$ cat src/hdl/rjms_pkg.sv
`default_nettype none

package rjms_pkg;

    localparam int NUM_CH = 3;
    localparam int CH_W = 2;
    localparam int OUT_W = 8;
    localparam int STEP_W = 3;

    localparam logic [CH_W-1:0] CH_FIRST = 2'd0;
    localparam logic [CH_W-1:0] CH_LAST = 2'd2;
    localparam logic [STEP_W-1:0] STEP_FIRST = 3'd7;
    localparam logic [STEP_W-1:0] STEP_LAST = 3'd0;

    typedef struct packed {
        logic capture;
        logic observe;
        logic span;
        logic load;
        logic step;
        logic last;
        logic publish;
        logic [CH_W-1:0] ch;
        logic [STEP_W-1:0] cnt;
    } cmd_t;

    typedef struct packed {
        logic action;
    } status_t;

endpackage

`default_nettype wire

$ cat src/hdl/rjms_ctrl.sv
`default_nettype none

module rjms_ctrl
(
    input  logic              clk,
    input  logic              rst_n,
    input  logic              in_valid,
    output logic              in_stall,
    output logic              out_valid,
    input  logic              out_stall,
    input  rjms_pkg::status_t status,
    output rjms_pkg::cmd_t    cmd
);

    import rjms_pkg::*;

    typedef enum logic [2:0] {
        ST_IDLE,
        ST_SPAN,
        ST_LOAD,
        ST_STEP,
        ST_PUB
    } state_t;

    state_t state_reg, state_next;
    logic [CH_W-1:0] ch_reg, ch_next;
    logic [STEP_W-1:0] cnt_reg, cnt_next;
    logic out_valid_reg, out_valid_next;

    always_comb
    begin
        state_next = state_reg;
        ch_next = ch_reg;
        cnt_next = cnt_reg;
        out_valid_next = out_valid_reg;
        cmd = '0;
        cmd.ch = ch_reg;
        cmd.cnt = cnt_reg;
        if (out_valid_reg && !out_stall)
        begin
            out_valid_next = 1'b0;
        end
        case (state_reg)
            ST_IDLE:
            begin
                if (in_valid)
                begin
                    if (status.action)
                    begin
                        cmd.capture = 1'b1;
                        state_next = ST_SPAN;
                    end
                    else
                    begin
                        cmd.observe = 1'b1;
                    end
                end
            end
            ST_SPAN:
            begin
                cmd.span = 1'b1;
                ch_next = CH_FIRST;
                state_next = ST_LOAD;
            end
            ST_LOAD:
            begin
                cmd.load = 1'b1;
                cnt_next = STEP_FIRST;
                state_next = ST_STEP;
            end
            ST_STEP:
            begin
                cmd.step = 1'b1;
                cmd.last = (cnt_reg == STEP_LAST);
                if (cnt_reg == STEP_LAST)
                begin
                    if (ch_reg == CH_LAST)
                    begin
                        state_next = ST_PUB;
                    end
                    else
                    begin
                        ch_next = ch_reg + CH_W'(1);
                        state_next = ST_LOAD;
                    end
                end
                else
                begin
                    cnt_next = cnt_reg - STEP_W'(1);
                end
            end
            ST_PUB:
            begin
                if (!out_valid_reg || !out_stall)
                begin
                    cmd.publish = 1'b1;
                    out_valid_next = 1'b1;
                    state_next = ST_IDLE;
                end
            end
            default:
            begin
                state_next = ST_IDLE;
            end
        endcase
    end

    always_ff @(posedge clk or negedge rst_n)
    begin
        if (!rst_n)
        begin
            state_reg <= ST_IDLE;
            ch_reg <= CH_FIRST;
            cnt_reg <= STEP_FIRST;
            out_valid_reg <= 1'b0;
        end
        else
        begin
            state_reg <= state_next;
            ch_reg <= ch_next;
            cnt_reg <= cnt_next;
            out_valid_reg <= out_valid_next;
        end
    end

    assign in_stall = (state_reg != ST_IDLE);
    assign out_valid = out_valid_reg;

    a_norm_starts: assert property (@(posedge clk) disable iff (!rst_n)
        (in_valid && !in_stall && status.action) |=> (state_reg == ST_SPAN))
        else $error("normalize word did not start the range pass");

    a_last_step_publishes: assert property (@(posedge clk) disable iff (!rst_n)
        (state_reg == ST_STEP && cnt_reg == STEP_LAST && ch_reg == CH_LAST)
        |=> (state_reg == ST_PUB))
        else $error("divider finished without publishing");

    a_ch_range: assert property (@(posedge clk) disable iff (!rst_n)
        (ch_reg <= CH_LAST))
        else $error("channel index out of range");

    a_valid_from_pub: assert property (@(posedge clk) disable iff (!rst_n)
        $rose(out_valid_reg) |-> $past(state_reg == ST_PUB))
        else $error("output word raised outside publish");

endmodule

`default_nettype wire

$ cat src/hdl/rjms_datapath.sv
`default_nettype none

module rjms_datapath
#(
    parameter int SAMPLE_BITS = 8
)
(
    input  logic                         clk,
    input  logic                         rst_n,
    input  rjms_pkg::cmd_t               cmd,
    output rjms_pkg::status_t            status,
    input  logic                         action,
    input  logic                         first_of_frame,
    input  logic [SAMPLE_BITS-1:0]       red_in,
    input  logic [SAMPLE_BITS-1:0]       green_in,
    input  logic [SAMPLE_BITS-1:0]       blue_in,
    output logic [rjms_pkg::OUT_W-1:0]   red_out,
    output logic [rjms_pkg::OUT_W-1:0]   green_out,
    output logic [rjms_pkg::OUT_W-1:0]   blue_out
);

    import rjms_pkg::*;

    localparam int NUM_W = SAMPLE_BITS + 9;
    localparam int DEN_W = SAMPLE_BITS + 1;

    logic [SAMPLE_BITS-1:0] sample_in [NUM_CH];
    logic [SAMPLE_BITS-1:0] lo_reg [NUM_CH];
    logic [SAMPLE_BITS-1:0] lo_next [NUM_CH];
    logic [SAMPLE_BITS-1:0] hi_reg [NUM_CH];
    logic [SAMPLE_BITS-1:0] hi_next [NUM_CH];
    logic [SAMPLE_BITS-1:0] span_w [NUM_CH];
    logic [SAMPLE_BITS-1:0] smp_reg [NUM_CH];
    logic [OUT_W-1:0] res_reg [NUM_CH];
    logic [OUT_W-1:0] out_reg [NUM_CH];
    logic [SAMPLE_BITS-1:0] d_reg;
    logic [SAMPLE_BITS-1:0] d_next;
    logic [SAMPLE_BITS-1:0] diff_w;
    logic [NUM_W-1:0] num_w;
    logic [DEN_W-1:0] den_w;
    logic [NUM_W-1:0] den_top_w;
    logic [NUM_W-1:0] den_sh_w;
    logic [NUM_W-1:0] rem_reg;
    logic [NUM_W-1:0] rem_next;
    logic [OUT_W-1:0] q_reg;
    logic [OUT_W-1:0] q_next;
    logic [OUT_W-1:0] res_w;
    logic ge_w;
    logic zero_reg;
    logic sat_reg;

    assign sample_in[0] = red_in;
    assign sample_in[1] = green_in;
    assign sample_in[2] = blue_in;

    always_comb
    begin
        for (int c = 0; c < NUM_CH; c++)
        begin
            lo_next[c] = lo_reg[c];
            hi_next[c] = hi_reg[c];
            if (cmd.observe)
            begin
                if (first_of_frame)
                begin
                    lo_next[c] = sample_in[c];
                    hi_next[c] = sample_in[c];
                end
                else
                begin
                    if (sample_in[c] < lo_reg[c])
                    begin
                        lo_next[c] = sample_in[c];
                    end
                    if (sample_in[c] > hi_reg[c])
                    begin
                        hi_next[c] = sample_in[c];
                    end
                end
            end
            span_w[c] = (hi_reg[c] >= lo_reg[c]) ? (hi_reg[c] - lo_reg[c]) : '0;
        end
        d_next = span_w[0];
        if (span_w[1] > d_next)
        begin
            d_next = span_w[1];
        end
        if (span_w[2] > d_next)
        begin
            d_next = span_w[2];
        end
    end

    always_comb
    begin
        diff_w = smp_reg[cmd.ch] - lo_reg[cmd.ch];
        num_w = (NUM_W'(diff_w) << 9) - (NUM_W'(diff_w) << 1) + NUM_W'(d_reg);
        den_w = {d_reg, 1'b0};
        den_top_w = NUM_W'(den_w) << 8;
        den_sh_w = NUM_W'(den_w) << cmd.cnt;
        ge_w = (rem_reg >= den_sh_w);
        rem_next = ge_w ? (rem_reg - den_sh_w) : rem_reg;
        q_next = q_reg;
        q_next[cmd.cnt] = ge_w;
        if (zero_reg)
        begin
            res_w = '0;
        end
        else if (sat_reg)
        begin
            res_w = '1;
        end
        else
        begin
            res_w = q_next;
        end
    end

    always_ff @(posedge clk or negedge rst_n)
    begin
        if (!rst_n)
        begin
            for (int c = 0; c < NUM_CH; c++)
            begin
                lo_reg[c] <= '1;
                hi_reg[c] <= '0;
            end
        end
        else
        begin
            for (int c = 0; c < NUM_CH; c++)
            begin
                lo_reg[c] <= lo_next[c];
                hi_reg[c] <= hi_next[c];
            end
        end
    end

    always_ff @(posedge clk)
    begin
        if (cmd.capture)
        begin
            for (int c = 0; c < NUM_CH; c++)
            begin
                smp_reg[c] <= sample_in[c];
            end
        end
        if (cmd.span)
        begin
            d_reg <= d_next;
        end
        if (cmd.load)
        begin
            rem_reg <= num_w;
            q_reg <= '0;
            zero_reg <= (d_reg == '0) || (smp_reg[cmd.ch] < lo_reg[cmd.ch]);
            sat_reg <= (num_w >= den_top_w);
        end
        if (cmd.step)
        begin
            rem_reg <= rem_next;
            q_reg <= q_next;
            if (cmd.last)
            begin
                res_reg[cmd.ch] <= res_w;
            end
        end
        if (cmd.publish)
        begin
            for (int c = 0; c < NUM_CH; c++)
            begin
                out_reg[c] <= res_reg[c];
            end
        end
    end

    assign status.action = action;
    assign red_out = out_reg[0];
    assign green_out = out_reg[1];
    assign blue_out = out_reg[2];

    a_rem_bound: assert property (@(posedge clk) disable iff (!rst_n)
        (cmd.step && !zero_reg && !sat_reg)
        |-> (rem_reg < (NUM_W'(den_w) << ({1'b0, cmd.cnt} + 4'd1))))
        else $error("divider remainder out of bound");

    a_span_max: assert property (@(posedge clk) disable iff (!rst_n)
        cmd.span |=> ((d_reg >= $past(span_w[0])) && (d_reg >= $past(span_w[1]))
                      && (d_reg >= $past(span_w[2]))))
        else $error("range is not the widest channel range");

endmodule

`default_nettype wire

$ cat src/hdl/rgb_joint_minmax_stretch_unit.sv
`default_nettype none

// Joint min/max contrast stretch for RGB pixels. Stream each frame twice: observe words
// (action 0) track the minimum and maximum of every channel, first_of_frame restarting
// them; normalize words (action 1) return round((v - min) * 255 / D) per channel, D being
// the widest channel range, clamped to 0 below the minimum and saturated at 255, all zero
// when D is 0. An observe word never stalls the input. A normalize word stalls further
// input while the unit captures it and finds D, then per channel runs one load and eight
// steps of a single shared restoring divider that yields one quotient bit per cycle, and
// publishes into the output register, which may stall while the next word is accepted.

module rgb_joint_minmax_stretch_unit
#(
    parameter int SAMPLE_BITS = 8
)
(
    input  logic                         clk,
    input  logic                         rst_n,
    input  logic                         in_valid,
    output logic                         in_stall,
    input  logic                         action,
    input  logic                         first_of_frame,
    input  logic [SAMPLE_BITS-1:0]       red_in,
    input  logic [SAMPLE_BITS-1:0]       green_in,
    input  logic [SAMPLE_BITS-1:0]       blue_in,
    output logic                         out_valid,
    input  logic                         out_stall,
    output logic [rjms_pkg::OUT_W-1:0]   red_out,
    output logic [rjms_pkg::OUT_W-1:0]   green_out,
    output logic [rjms_pkg::OUT_W-1:0]   blue_out
);

    import rjms_pkg::*;

    cmd_t cmd;
    status_t status;

    rjms_ctrl u_ctrl
    (
        .clk       (clk),
        .rst_n     (rst_n),
        .in_valid  (in_valid),
        .in_stall  (in_stall),
        .out_valid (out_valid),
        .out_stall (out_stall),
        .status    (status),
        .cmd       (cmd)
    );

    rjms_datapath #(
        .SAMPLE_BITS (SAMPLE_BITS)
    ) u_datapath
    (
        .clk            (clk),
        .rst_n          (rst_n),
        .cmd            (cmd),
        .status         (status),
        .action         (action),
        .first_of_frame (first_of_frame),
        .red_in         (red_in),
        .green_in       (green_in),
        .blue_in        (blue_in),
        .red_out        (red_out),
        .green_out      (green_out),
        .blue_out       (blue_out)
    );

endmodule

`default_nettype wire
$ cat config.mk
export PLATFORM = sky130hd
export DESIGN_NAME = rgb_joint_minmax_stretch_unit
export DESIGN_NICKNAME = d
export VERILOG_FILES = /design/src/hdl/rjms_pkg.sv /design/src/hdl/rjms_ctrl.sv /design/src/hdl/rjms_datapath.sv /design/src/hdl/rgb_joint_minmax_stretch_unit.sv
export SDC_FILE = /design/constraint.sdc
export NUM_CORES = 1
export LEC_CHECK = 0
export BUFFER_PORTS_ARGS = -buffer_cell sky130_fd_sc_hd__buf_2
export CORE_AREA = 2 2 157 159
export DETAILED_ROUTE_END_ITERATION = 8
export DIE_AREA = 0 0 159 161
export SYNTH_ARGS = -nofsm -noshare
export SYNTH_HDL_FRONTEND = slang
export SYNTH_SLANG_ARGS = --single-unit
$ cat constraint.sdc
create_clock -name clk -period 16.62 [get_ports clk]
set_input_delay 0 -clock clk [delete_from_list [all_inputs] [get_ports clk]]
set_output_delay 0 -clock clk [all_outputs]
set_load 0.03 [all_outputs]
==> flow_summary.ini, run 1 <==
[worst_setup_path]
end_kind = flop
crit_start = u_ctrl.ch_reg[0]
r2r-start = u_ctrl.ch_reg[0]
crit_buf_inv = 2
start_kind = flop
crit_fanout = 21
cp.depth = 24
critPathMaxStageDelay_ps = 830
cp.arrival_ps = 6100
cp_data_required_time_ps = 16790
r2r-end = u_datapath.sat_reg
worstPathCellList = inv_1, nor2_1, nand2_1, o21ai_0, ha_1, inv_1, fa_1, and3_1, o21a_1, o31ai_1, o211ai_1, ha_1, o21a_1, o2bb2ai_1, o31ai_1, xnor2_1, ha_1, nor2b_1, o21a_1, o21ai_0, a21oi_1, or3_1, a21oi_1, o21ai_0
r2r_cells = 24
crit_type = flop to flop
crit_path_top_delay_cell = dfrtp_1
crit_family = compound AO/OA/AOI/OAI gates
reg2reg_setup_slack_ps = 10700
endpoint = u_datapath.sat_reg

[synthesis]
synth_area_per_cell_um2 = 10.4
yosys.area.top_type = edfxtp_1
syn_inst = 1063
synth_edf_count = 106
synth_most_common_cell = ha_1
synth_top_family_by_area = adder cells
synthArstFlopShare_pct = 35.0
yosysUniqueCellTypes = 67
ys_ff_latch = 163
synth_top_area_share_pct = 28.7
ys_top_cells_by_count = 130 x ha_1, 106 x edfxtp_1, 90 x inv_1
synthTopCellsByArea = edfxtp_1 29%, ha_1 15%, dfrtp_1 6.8%
syn_area_um2 = 11100
ys.flop_type = edfxtp_1
yosysWarningCount = 0
synthAdderAreaFrac_pct = 15.4
synth_mux_area_share_pct = 9.57
synth_compound_area_share_pct = 14.3
synth.yosys.seq_area_share_pct = 41.9
synth_xor_area_share_pct = 2.85
synth-simple-area-share_pct = 12.2
syn_nets = 1227

[finish]
drive_gt1_share_pct = 16.2
layout.nets = 1312
syn_to_final_growth_pct = 13.8
diodes = 0

[floorplanning]
die_x_um = 159
ioPinCount = 56
die_h_um = 161
initial_core_util_pct = 46.2
std_cell_rows = 57
die-area_um2 = 25600
core_um2 = 24000

[sta]
min_period_ps = 5920
setup_viol = 0
skew_ps = 15.7
worst_pin_slew_ps = 1030
fin_crit_sh_pct = 35.6
maxSlewViolCount = 0
finalSetupTns_ps = 0
grt_setup_unrepaired = no
max_freq_mhz = 169
hold_viol = 0
slew_headroom_pct = 31.4

[grt]
grtUsageMet2_pct = 35.0
grt_pass1_wl_um = 41200
grt_pass1_vias = 7918
grt_use_total_pct = 20.2
use_met1_pct = 26.2
grt_start_max_net_pins = 58
grt_remaining_overflow = 0
gr-max-usage-layer = met2
grt_antenna_before_repair = 0
use_met3_pct = 2.57

[run]
maxCapViolCount = 0

[clock_network]
cts_buffer_depth = 2
clock_latency_ps = 430
path_clk_slew_ps = 80
cts_root_buffer = clkbuf_16
cts_buffers = 17
htree_levels = 4
cts_tree = yes
ctsResizeCount = 0
post_cts_buffers = 0
cts_sinks = 163

[routing]
drtIter0Drc = 472
drt_pass1_iterations = 4
antenna_left = 0
viasPerCell = 5.48
wl_per_cell_um = 17.2
drt_wl_total_um = 25600
num_vias = 8144
drc = 0

[outcome]
status = completed

[placed_design]
dp_hpwl_um = 19900
io_buffers = 55
gp_congestion = 0.944

[min_path]
min_path_type = input pin to flop
## what timing repair did
item                                    in CTS  in global routing
endpoints found under the setup margin       0                  0
hold endpoints to repair                   104                  0
hold buffers                                26                  0
## metrics by stage
stage	setup slack (ps)	std cells	hold WS (ps)	instance area [um2]	util [%]
floorplan	11410	1063	-296	11100	-
global placement	10780	1427	219	11700	48.9
detailed placement	10750	1427	221	11700	48.9
CTS	10740	1485	2.25	12600	52.6
global route	10100	1485	82.5	12600	52.6
finish	10700	1485	20.0	12600	52.6
## cell type report
cell class / count / area [um2]
Tap cell: 324 / 405
Clock buffer: 17 / 425
Fill cell: 2232 / 11400
Timing Repair Buffer: 85 / 566
Sequential cell: 163 / 4640
Multi-Input combinational cell: 790 / 6020
Inverter: 91 / 342
Clock inverter: 15 / 196
## metal layers
layer  vias up  part of all wire, %
li1       4049                    -
met1      3909                   46
met2       149                   49
met3        37                  2.6
met4         0                  2.5
met5         -                    0
## logic make-up after synthesis
| family | Yosys count |
|---|---|
| adder cells (fa/ha/maj) | 134 |
| AO/OA/AOI/OAI | 247 |
| AND/OR/NAND/NOR | 274 |
| multiplexers | 99 |
| flip-flops | 163 |
| buffers and inverters | 110 |
| XOR/XNOR | 36 |
## tightest hold or removal path: stages
cell and delay, ps:
buf_2 100, a21oi_1 70, nor2_1 90, a21oi_1 50, nor2_1 90
## placed cells by master (no fill, tap or decap), drive strengths merged, types with 4 or more instances in the layout
cell type,synthesis,final
inv,90,97
nor3b,4,4
clkbuf,15,17
fa,4,4
nor2,82,82
nand3,10,10
and2,8,8
a22oi,4,4
nand2b,23,23
nand4,15,15
xnor2,25,25
edfxtp,106,106
a31oi,12,12
a21oi,71,71
dlygate4sd3,0,26
dfrtp,30,30
o21ai,66,66
o22ai,4,4
mux2i,44,44
clkinv,1,9
xor2,11,11
dfstp,27,27
nor3,14,14
a211oi,6,6
ha,130,130
buf,4,59
mux2,55,55
nor2b,21,21
or3,6,6
or2,4,4
a21boi,8,8
a21o,16,16
and3,12,12
o21a,23,23
nand2,69,69
o31ai,11,11
## worst min-delay path by stage
stage / from / slack [ps] / endpoint / cells after the start
3_3_place_gp: rst_n / 220 / u_datapath.hi_reg[20] / 2
6_report: in_valid / 20 / u_ctrl.state_reg[0] / 5
5_1_grt: in_valid / 80 / u_ctrl.state_reg[0] / 5
2_1_floorplan: rst_n / -300 / u_ctrl.ch_reg[0] / 0
3_5_place_dp: rst_n / 220 / u_datapath.hi_reg[20] / 2
4_1_cts: in_valid / 2 / u_ctrl.state_reg[0] / 5
Power of run 1 is not shown: default switching activity piles up to over one toggle a cycle in this logic, so the estimate is an artifact.
==> run 2: changes to the inputs <==
ABC_AREA = 1   (was default)
CORE_AREA = 2 2 161 163   (was 2 2 157 159)
DIE_AREA = 0 0 163 165   (was 0 0 159 161)
clock period = 5.6 ns   (was 16.62 ns; I/O delays follow)
==> run 2 against run 1 <==
Count of clock-buffer cells in the layout unchanged. Flip-flop and latch count is the same. First-iteration DRC count grew 34%. Synthesized cell count is 36% higher. Routed wire length grew 18%. Maximum frequency rose by 16%. Global-route usage grew 3.0 points. Worst hold slack improved by 45 ps. Final cell count increased by 26%. Critical endpoint unchanged. Highest routed layer unchanged.
==> flow_summary.ini, run 2 <==
[synthesis]
syn_area_um2 = 11600
synth_most_common_cell = nand2_1
syn_nets = 1608
synth.yosys.seq_area_share_pct = 40.0
yosysUniqueCellTypes = 52
ys_ff_latch = 163
synthTopCellsByArea = edfxtp_1 27%, ha_1 14%, nand2_1 13%
synth_area_per_cell_um2 = 8.04
yosysWarningCount = 0
ys.flop_type = edfxtp_1
syn_inst = 1444
synthArstFlopShare_pct = 35.0
ys_top_cells_by_count = 394 x nand2_1, 194 x inv_1, 130 x ha_1
yosys.area.top_type = edfxtp_1
synth_top_area_share_pct = 27.4
synth_edf_count = 106

[finish]
layout.nets = 1694
diodes = 0
final_common_cell = nand2_1
syn_to_final_growth_pct = 13.3
most-common-layout-cells = 394 x nand2_1, 194 x inv_1, 130 x ha_1
drive_gt1_share_pct = 11.6
instances_no_fill = 1873
final_util_pct = 52.5

[worst_setup_path]
start_kind = flop
critPathMaxStageDelay_ps = 400
end_kind = flop
critPathMostFrequentCell = nand2_1
cp_data_required_time_ps = 5800
r2r_cells = 31
reg2reg_setup_slack_ps = 500
crit_type = flop to flop
crit_path_top_delay_cell = a21oi_1
crit_start = u_ctrl.ch_reg[0]
cp.arrival_ps = 5300
endpoint = u_datapath.sat_reg
crit_fanout = 21
r2r-start = u_ctrl.ch_reg[0]
r2r-end = u_datapath.sat_reg

[clock_network]
htree_levels = 4
cts_buffers = 17
cts_buffer_depth = 2
path_clk_slew_ps = 80
clock_latency_ps = 450
cts_root_buffer = clkbuf_16
cts_sinks = 163
cts_tree = yes

[sta]
min_period_ps = 5100
worst_pin_slew_ps = 1130
maxSlewViolCount = 0
grt_setup_unrepaired = no
fin_crit_sh_pct = 91.1
slew_headroom_pct = 24.9
skew_ps = 22.0
setup_viol = 0
fin_ws_ps = 499
hold_viol = 0
max_freq_mhz = 196
finalSetupTns_ps = 0

[run]
maxCapViolCount = 0

[floorplanning]
ioPinCount = 56
core_um2 = 25000
die_x_um = 163
std_cell_rows = 58
die_h_um = 165
die-area_um2 = 26900
initial_core_util_pct = 46.4

[grt]
grt_antenna_before_repair = 0
grt_start_max_net_pins = 58
grt_use_total_pct = 23.2
grt_remaining_overflow = 0
grt_pass1_wl_um = 48900
grt_pass1_vias = 9702

[placed_design]
dp_hpwl_um = 23300
io_buffers = 55
detailedPlace.worstSlack_ps = 429
gp_congestion = 0.926
dp_cells = 1814

[routing]
antenna_left = 0
viasPerCell = 5.24
num_vias = 9815
drt_wl_total_um = 30100
drtIter0Drc = 632
drc = 0
wl_per_cell_um = 16.1
drt_pass1_iterations = 6

[outcome]
status = completed

[min_path]
min_path_type = input pin to flop
worstHoldPathCells = 5
==> run 2: changes by cell type after synthesis, sizes merged, moves of 15 or more <==
cell	previous run	this run
inv	90	197
nor2b	21	0
nand2b	23	0
mux2i	44	3
o21a	23	2
nand2	69	410
nand3	10	117
mux2	55	0
xnor2	25	4
a21o	16	1
a21oi	71	110
==> run 2: metal layers <==
metal  vias up  track usage (%)  wire, um
met5         -                0         0
met4         0             8.97       981
met3        52             2.54       866
met2       211             41.2     14700
met1      4529             29.0     13500
li1       5023                -         -
==> run 2: how the worst min path moves through the flow <==
stage	slack (ps)	start	end
final	70	action	u_ctrl.state_reg[1]
after global routing	130	action	u_ctrl.state_reg[1]
after CTS	60	action	u_ctrl.state_reg[1]
after detailed placement	200	rst_n	u_datapath.hi_reg[21]
after global placement	200	rst_n	u_datapath.hi_reg[21]
after floorplan	-300	rst_n	u_ctrl.ch_reg[0]
==> run 2: timing repair <==
action / 4_1_cts / 5_1_grt
endpoints found under the setup margin: 0 / 1
hold buffers: 27 / 0
setup buffers: 0 / 0
endpoints found under the hold margin: 106 / 0
resized for setup: 0 / 2
==> run 2: cells by family after synthesis <==
group                      synth area share, %
muxes                                    0.259
DFF                                       40.0
adders and majority gates                 14.7
buffers and inverters                     7.35
xor gates and xnor gates                 0.948
AOI/OAI and AO/OA                         11.1
and+or+nand+nor                           25.7
==> run 2: area by class of cell <==
| class | count | area, um2 |
|---|---|---|
| fillers | 2378 | 11900 |
| multi-input cells | 1059 | 6120 |
| flip-flops and latches | 163 | 4640 |
| inverters | 201 | 758 |
| repair buffers | 88 | 591 |
| clock buffers | 17 | 425 |
| well taps | 330 | 413 |
| clock inverters | 15 | 196 |
==> run 2: worst max-delay path: cells and delay by family (launching register included) <==
| family | cells | cell delay [ps] |
|---|---|---|
| and+or+nand+nor | 16 | 1550 |
| DFF | 1 | 330 |
| adders and majority gates | 3 | 1020 |
| AOI/OAI and AO/OA | 8 | 1180 |
| buffers and inverters | 4 | 790 |
==> run 2: through the flow <==
stage / hold slack [ps] / instance area (um2)
4_1_cts: 58.3 / 13100
6_report: 65.2 / 13200
5_1_grt: 133 / 13200
3_5_place_dp: 203 / 12300
3_3_place_gp: 203 / 12300
2_1_floorplan: -296 / 11600
Power of run 2 is left out for the same reason.
